===== config.mk =====
export PLATFORM = sky130hd
export DESIGN_NAME = rsa_ctrl
export DESIGN_NICKNAME = d
export VERILOG_FILES = /design/src/design/rsa_pkg.sv /design/src/design/rsa_ctrl.sv
export SDC_FILE = /design/constraint.sdc
export NUM_CORES = 1
export LEC_CHECK = 0
export ABC_CLOCK_PERIOD_IN_PS = 1800
export CAP_MARGIN = 15
export CORE_AREA = 10 10 47 49
export DETAILED_ROUTE_END_ITERATION = 10
export DIE_AREA = 0 0 57 59
export DONT_BUFFER_PORTS = 1
export PLACE_DENSITY_LB_ADDON = 0.1
export SLEW_MARGIN = 20
export SYNTH_ARGS = -nofsm -noshare
export SYNTH_HDL_FRONTEND = slang
export SYNTH_SLANG_ARGS = --single-unit

===== constraint.sdc =====
create_clock -name clk_i -period 1.8 [get_ports clk_i]
set_input_delay 0.18 -clock clk_i [delete_from_list [all_inputs] [get_ports clk_i]]
set_output_delay 0.18 -clock clk_i [all_outputs]
set_load 0.02 [all_outputs]

===== src/design/rsa_pkg.sv =====
// Shared constants, result codes and control types for the slot allocator.
package rsa_pkg;

  localparam int SECTION_COUNT_DEF = 4096;
  localparam int POOL_SLOTS_DEF    = 256;

  localparam int SEC_ID_W = 12;
  localparam int SLOT_O_W = 8;
  localparam int REF_W    = 16;
  localparam int INUSE_W  = 9;
  localparam int STAT_W   = 3;

  localparam logic [REF_W-1:0] REF_MAX = '1;

  localparam logic [STAT_W-1:0] ST_NEW      = 3'd0;
  localparam logic [STAT_W-1:0] ST_REUSED   = 3'd1;
  localparam logic [STAT_W-1:0] ST_HELD     = 3'd2;
  localparam logic [STAT_W-1:0] ST_FREED    = 3'd3;
  localparam logic [STAT_W-1:0] ST_UNMAPPED = 3'd4;
  localparam logic [STAT_W-1:0] ST_EMPTY    = 3'd5;

  typedef struct packed {
    logic clear;
    logic capture;
    logic lookup;
    logic update;
  } cmd_t;

  typedef struct packed {
    logic clear_last;
  } sts_t;

endpackage


===== src/design/rsa_ctrl.sv =====
// Sequencer for the slot allocator: clear sweep, lookup and update steps.
module rsa_ctrl (
  input  logic          clk_i,
  input  logic          rst_ni,
  input  logic          start,
  input  rsa_pkg::sts_t sts_i,
  output rsa_pkg::cmd_t cmd_o,
  output logic          busy
);

  import rsa_pkg::*;

  localparam logic [1:0] S_CLEAR  = 2'd0;
  localparam logic [1:0] S_IDLE   = 2'd1;
  localparam logic [1:0] S_LOOKUP = 2'd2;
  localparam logic [1:0] S_UPDATE = 2'd3;

  logic [1:0] state_q, state_d;

  always_comb begin
    state_d = state_q;
    cmd_o   = '0;
    case (state_q)
      S_CLEAR: begin
        cmd_o.clear = 1'b1;
        if (sts_i.clear_last) begin
          state_d = S_IDLE;
        end
      end
      S_IDLE: begin
        if (start) begin
          cmd_o.capture = 1'b1;
          state_d       = S_LOOKUP;
        end
      end
      S_LOOKUP: begin
        cmd_o.lookup = 1'b1;
        state_d      = S_UPDATE;
      end
      S_UPDATE: begin
        cmd_o.update = 1'b1;
        state_d      = S_IDLE;
      end
      default: begin
        state_d = S_CLEAR;
      end
    endcase
  end

  always_ff @(posedge clk_i or negedge rst_ni) begin
    if (!rst_ni) begin
      state_q <= S_CLEAR;
    end else begin
      state_q <= state_d;
    end
  end

  assign busy = (state_q != S_IDLE);

endmodule


==> metrics.md, run 1 <==
| Metric | Value |
|---|---|
| Worst-skew pair later-pin latency | 220 ps |
| Synth unique cells | 8 |
| Status | finished, final reports clean |
| TritonCTS clock tree | yes |
| Initial antenna violation count | 0 |
| Cell taking the most area after synthesis | dfrtp_1 |
| Die Footprint | about 0.0034 mm² |
| TritonCTS buffer count | 3 |
| # fillers | 169 |
| Worst-Margin Slew | 388.5 ps |
| Vias in the first global route | 149 |
| Net switching fraction of the power | 43.82% |
| Gr ovfl total | 0 |
| Worst Hold Class | in2reg |
| R2R depth | 5 |
| Area post-placement | just under 200 µm² |
| Clock share of power | a little under a quarter |
| Biggest register | state_q |
| Synth area leaders | dfrtp_1 (30%), ha_1 (30%), inv_1 (9.0%) |
| Via-to-Cell Ratio | between 3 and 4 |
| Pre-antenna DRT Iters | 2 |
| Synth warn | 0 |
| CTS root buf | clkbuf_4 |
| Hold path cells | 2 |
| Hold endpoint | state_q[0]$_DFFE_PN0P_ |
| Wire length per cell | approximately 11 µm |
| Synthesized instance count | 16 |
| CP required | approximately 1600 ps |
| Final instance area | around 230 µm² |
| Final Hold Viols | 0 |
| N_diodes | 0 |
| Max transition margin | approximately 74% |
| F_max | just over 0.6 GHz |
| Top flop regs | state_q x2 |
| Core area | approximately 0.0014 mm² |
| Fraction of layout cells with a size suffix above 1 | roughly a third |
| GPL Wtd Cong | a little under 0.6 |
| Max FFs per register | 2 |
| Worst R2R End | state_q[1]$_DFFE_PN0P_ |
| RSZ-0062 raised after global routing | no |
| Clock transition at the registers of the reported paths | about 30 ps |
| DP HPWL | 327.5 µm |
| Initial DRC count | 1 |
| Psw | 0.1846 mW |
| Maxcap violations | 0 |
| Worst Setup End Kind | primary output |
| Critical Path Start Type | flip-flop |
| Setup ws final | ~190 ps |
| Syn_nets | 24 |
| Worst ir drop on vdd | approximately 0.00038 V |
| FF+latch count, synth | 2 |
| H-tree depth | 1 |
| Crit Reg-Reg Startpoint | state_q[0]$_DFFE_PN0P_ |
| Total Routed Length | 391 µm |
| Crit Path Max Fanout | 4 |
| Synth-to-Final Area Change | 36.09% |
| Final setup vio count | 0 |
| Int Power | 0.2366 mW |
| Die X | between 50 and 60 µm |
| Pin count of the biggest net entering global routing | 5 |
| Mean area per synthesized cell | approximately 10 µm² |
| Reg2Reg Setup Slack | around 440 ps |
| Hold_sp | sts_i |
| Bufs on Longest Clock Path | 2 |
| Antenna-violating nets left | 0 |
| Die height | around 60 µm |
| Pins Over Slew Limit | 0 |
| WP data arrival | roughly 1400 ps |
| Crit Path Class | reg2out |
| Clock Sink Count | 2 |
| Setup TNS | 0 ps |
| Syn Std Cell Area | roughly 170 µm² |
| Most frequent cells in the layout | inv_1 (4), ha_1 (4), clkbuf_4 (3) |
| Max Clock Skew | 0.1665 ps |
| GRT Util Overall | between 3 and 4% |
| Total number of vias | 117 |
| # nets final | 31 |
| Synth top area share | 30.08% |
| Post_cts resized | 0 |
| Minimum clock period | roughly 1600 ps |
| Count of input and output buffers | 0 |
| Sequential share of power | 21.8% |
| Leakage | roughly 0.12 nW |
| Comb pwr share | ~55% |
| Initial Util | 11.88% |
| First-pass GRT wire length | just over 700 µm |
| # IOs | 9 |
| Dpl ws | approximately 410 ps |
| Pwr Density | 1860 mW/mm² |
| Fin crit share | about nine tenths |
| Register area share after synthesis | a little under a third |
| Row count | 14 |
| DRC | 0 |
## cells in the mapped netlist (all sizes together)
| cell type | n |
|---|---|
| nor2 | 1 |
| ha | 4 |
| a21oi | 1 |
| o21ai | 2 |
| dfrtp | 2 |
| nor2b | 1 |
| inv | 4 |
| mux2 | 1 |
## power by group through the flow
stage,Clock [mW],Combinational (mW),Sequential [mW]
5_1_grt,0.117,0.263,0.0984
6_report,0.0993,0.230,0.0917
3_5_place_dp,0,0.234,0.0933
2_1_floorplan,0,0.199,0.0843
4_1_cts,0.107,0.237,0.0928
3_3_place_gp,0,0.236,0.0929
## how the worst max path moves through the flow
stage | endpoint | startpoint | depth (start not counted)
after floorplan | state_q[1]$_DFFE_PN0P_ | state_q[0]$_DFFE_PN0P_ | 5
after global placement | cmd_o[2] | state_q[1]$_DFFE_PN0P_ | 4
after detailed placement | state_q[1]$_DFFE_PN0P_ | state_q[0]$_DFFE_PN0P_ | 5
after CTS | cmd_o[2] | state_q[1]$_DFFE_PN0P_ | 4
after global routing | cmd_o[2] | state_q[1]$_DFFE_PN0P_ | 4
final | cmd_o[2] | state_q[1]$_DFFE_PN0P_ | 4
## critical path, cell delays in order, from the launching register on
cell and delay, ps:
dfrtp_1 410, inv_1 100, ha_1 200, inv_1 140
nor2_1 350
## cell type report
cell class	instances	area (µm²)	area share, %
multi-input combinational	10	101.3	44.75
timing repair buffer	2	17.52	7.735
tap	16	20.02	8.840
sequential	2	50.05	22.10
inverter	4	15.01	6.630
clock buffer	3	22.52	9.945
## cells by family after synthesis
kind of cell               count (synthesis)  share of synthesized area [%]
buffers and inverters                      4                          9.020
muxes                                      1                          9.020
adders and majority gates                  4                          30.08
DFF                                        2                          30.08
and+or+nand+nor                            2                          10.52
AOI/OAI and AO/OA                          3                          11.28
## metrics by stage
step	hold slack (ps)	total power, mW	utilization, %	cells
CTS	161.9	0.4367	16.16	37
finish	168.3	0.4212	16.16	37
global placement	-115.5	0.3290	13.84	33
global route	166.4	0.4780	16.16	37
detailed placement	-115.5	0.3272	13.84	33
floorplan	-115.6	0.2831	-	16
## routing by layer
metal | GRT usage (%) | part of all wire (%) | vias to the layer above
li1 | - | - | 60
met1 | 3.210 | 47 | 48
met2 | 2.946 | 32 | 9
met3 | 4.506 | 21 | 0
met4 | 2.013 | 0 | 0
met5 | 0 | 0 | -
## timing repair
item | CTS | global route
buffers inserted | 0 | 0
endpoints found under the hold margin | 2 | 0
hold buffers | 1 | 0
No activity file was read; power rests on OpenSTA's default activity.
==> run 2, diff against run 1 <==
--- a/config.mk
+++ b/config.mk
@@ -7,9 +7,9 @@
 export LEC_CHECK = 0
 export ABC_CLOCK_PERIOD_IN_PS = 1800
 export CAP_MARGIN = 15
-export CORE_AREA = 10 10 47 49
+export CORE_AREA = 8 8 45 47
 export DETAILED_ROUTE_END_ITERATION = 10
-export DIE_AREA = 0 0 57 59
+export DIE_AREA = 0 0 53 55
 export DONT_BUFFER_PORTS = 1
 export PLACE_DENSITY_LB_ADDON = 0.1
 export SLEW_MARGIN = 20
==> metrics.md, run 2 (synthesis gave the netlist of run 1 again) <==
| Metric | Value |
|---|---|
| Worst ir drop on vdd | about 0.00034 V |
| Row count | 14 |
| H-tree depth | 1 |
| Worst Hold Class | in2reg |
| # IOs | 9 |
| Max transition margin | roughly 75% |
| Gr ovfl total | 0 |
| Bufs on Longest Clock Path | 2 |
| Total power | 0.4200 mW |
| Biggest register | state_q |
| Clock transition at the registers of the reported paths | about 30 ps |
| Synth-to-Final Area Change | 36.09% |
| Critical Path Start Type | flip-flop |
| Total number of vias | about 120 |
| Antenna-violating nets left | 0 |
| Grt peak-use layer | met2 |
| WP data arrival | about 1400 ps |
| Count of input and output buffers | 0 |
| Total Routed Length | a little under 400 µm |
| TritonCTS clock tree | yes |
| Most frequent cells in the layout | inv_1 (4), ha_1 (4), clkbuf_4 (3) |
| DP HPWL | 328.2 µm |
| GPL Wtd Cong | approximately 0.63 |
| Minimum clock period | about 1600 ps |
| Worst R2R End | state_q[1]$_DFFE_PN0P_ |
| Pin count of the biggest net entering global routing | 5 |
| F_max | ~0.62 GHz |
| # nets final | 31 |
| DRC | 0 |
| Clock Sink Count | 2 |
| Pwr Density | ~1900 mW/mm² |
| R2R depth | 5 |
| Final instance area | roughly 230 µm² |
| Max Clock Skew | 1.254 ps |
| Storage cell area | about 50 µm² |
| Final Hold Viols | 0 |
| Crit Path Class | reg2out |
| Max FFs per register | 2 |
| Fraction of layout cells with a size suffix above 1 | 33.33% |
| Hold_sp | sts_i |
| Post_cts resized | 0 |
| First-pass GRT wire length | ~650 µm |
| Die Footprint | around 0.0029 mm² |
| Wire length per cell | around 10 µm |
| Min Hold Slack | roughly 170 ps |
| Final setup vio count | 0 |
| CTS root buf | clkbuf_4 |
| Leakage | between 0.1 and 0.15 nW |
| Reg2Reg Setup Slack | around 460 ps |
| Pins Over Slew Limit | 0 |
| Initial Util | between 10% and 20% |
| Die X | ~53 µm |
| TritonCTS buffer count | 3 |
| Area post-placement | approximately 190 µm² |
| Worst Setup End Kind | primary output |
| Top flop regs | state_q x2 |
| Crit Path Max Fanout | 4 |
| GRT Util Overall | under 10% |
| N_diodes | 0 |
| Vias in the first global route | ~160 |
| Maxcap violations | 0 |
| Status | finished, final reports clean |
| Multi-input gate area | between 100 and 150 µm² |
| Worst-skew pair later-pin latency | approximately 220 ps |
| RSZ-0062 raised after global routing | no |
| GR Util met2 | 4.492% |
| # fillers | around 160 |
| Pre-antenna DRT Iters | 2 |
| Die height | roughly 55 µm |
| Initial antenna violation count | 0 |
| Hold path cells | 2 |
| Hold endpoint | state_q[0]$_DFFE_PN0P_ |
| Fin crit share | between 80% and 90% |
| Final Non-Filler Cells | 37 |
| Worst-Margin Slew | 378.3 ps |
| Met3 Usage GRT | roughly 4.0% |
| Crit Reg-Reg Startpoint | state_q[0]$_DFFE_PN0P_ |
| Met1 Resource Use GR | under 10% |
| Via-to-Cell Ratio | between 3 and 4 |
| Dpl cells | 33 |
| CP required | roughly 1600 ps |
| Initial DRC count | 1 |
| Setup TNS | 0 ps |
| Core area | 0.001384 mm² |
run 2: cell counts in the layout (fill, tap and decap cells not counted):
No cell type changed its count.
run 2: area by class of cell:
cell class	count	share of cell area (%)
inverters	4	6.630
clock buffers	3	9.945
well taps	16	8.840
flip-flops and latches	2	22.10
repair buffers	2	7.735
multi-input cells	10	44.75
run 2: worst max-delay path, cell delays in order, from the launching register on:
cell     delay, ps
dfrtp_1        410
inv_1           90
ha_1           210
inv_1          140
nor2_1         350
run 2: worst max-delay path by stage:
stage / depth (start not counted) / to / from
floorplan: 5 / state_q[1]$_DFFE_PN0P_ / state_q[0]$_DFFE_PN0P_
global placement: 4 / cmd_o[2] / state_q[1]$_DFFE_PN0P_
detailed placement: 4 / cmd_o[2] / state_q[1]$_DFFE_PN0P_
CTS: 4 / cmd_o[2] / state_q[1]$_DFFE_PN0P_
global route: 4 / cmd_o[2] / state_q[1]$_DFFE_PN0P_
finish: 4 / cmd_o[2] / state_q[1]$_DFFE_PN0P_
run 2: per-stage QoR:
stage | utilization, % | worst slack [ps]
4_1_cts | 16.37 | 163.6
2_1_floorplan | - | 414.1
6_report | 16.37 | 197.1
3_5_place_dp | 14.01 | 408.9
3_3_place_gp | 14.01 | 392.6
5_1_grt | 16.37 | 90.13
run 2: layer usage:
layer  wire length, µm  share of wire (%)
met3                69                 18
met2               167                 43
met4                 0                  0
met5                 0                  0
met1               151                 39
run 2: timing repair:
action                                  in CTS  in global routing
hold endpoints to repair                     2                  0
endpoints found under the setup margin       0                  0
setup buffers                                0                  0
hold buffers                                 1                  0
run 2: report_power, final:
part           internal (mW)  switching [mW]  total (mW)
Clock                 0.0734          0.0238      0.0972
Combinational         0.0969           0.134       0.231
Sequential            0.0673          0.0245      0.0918
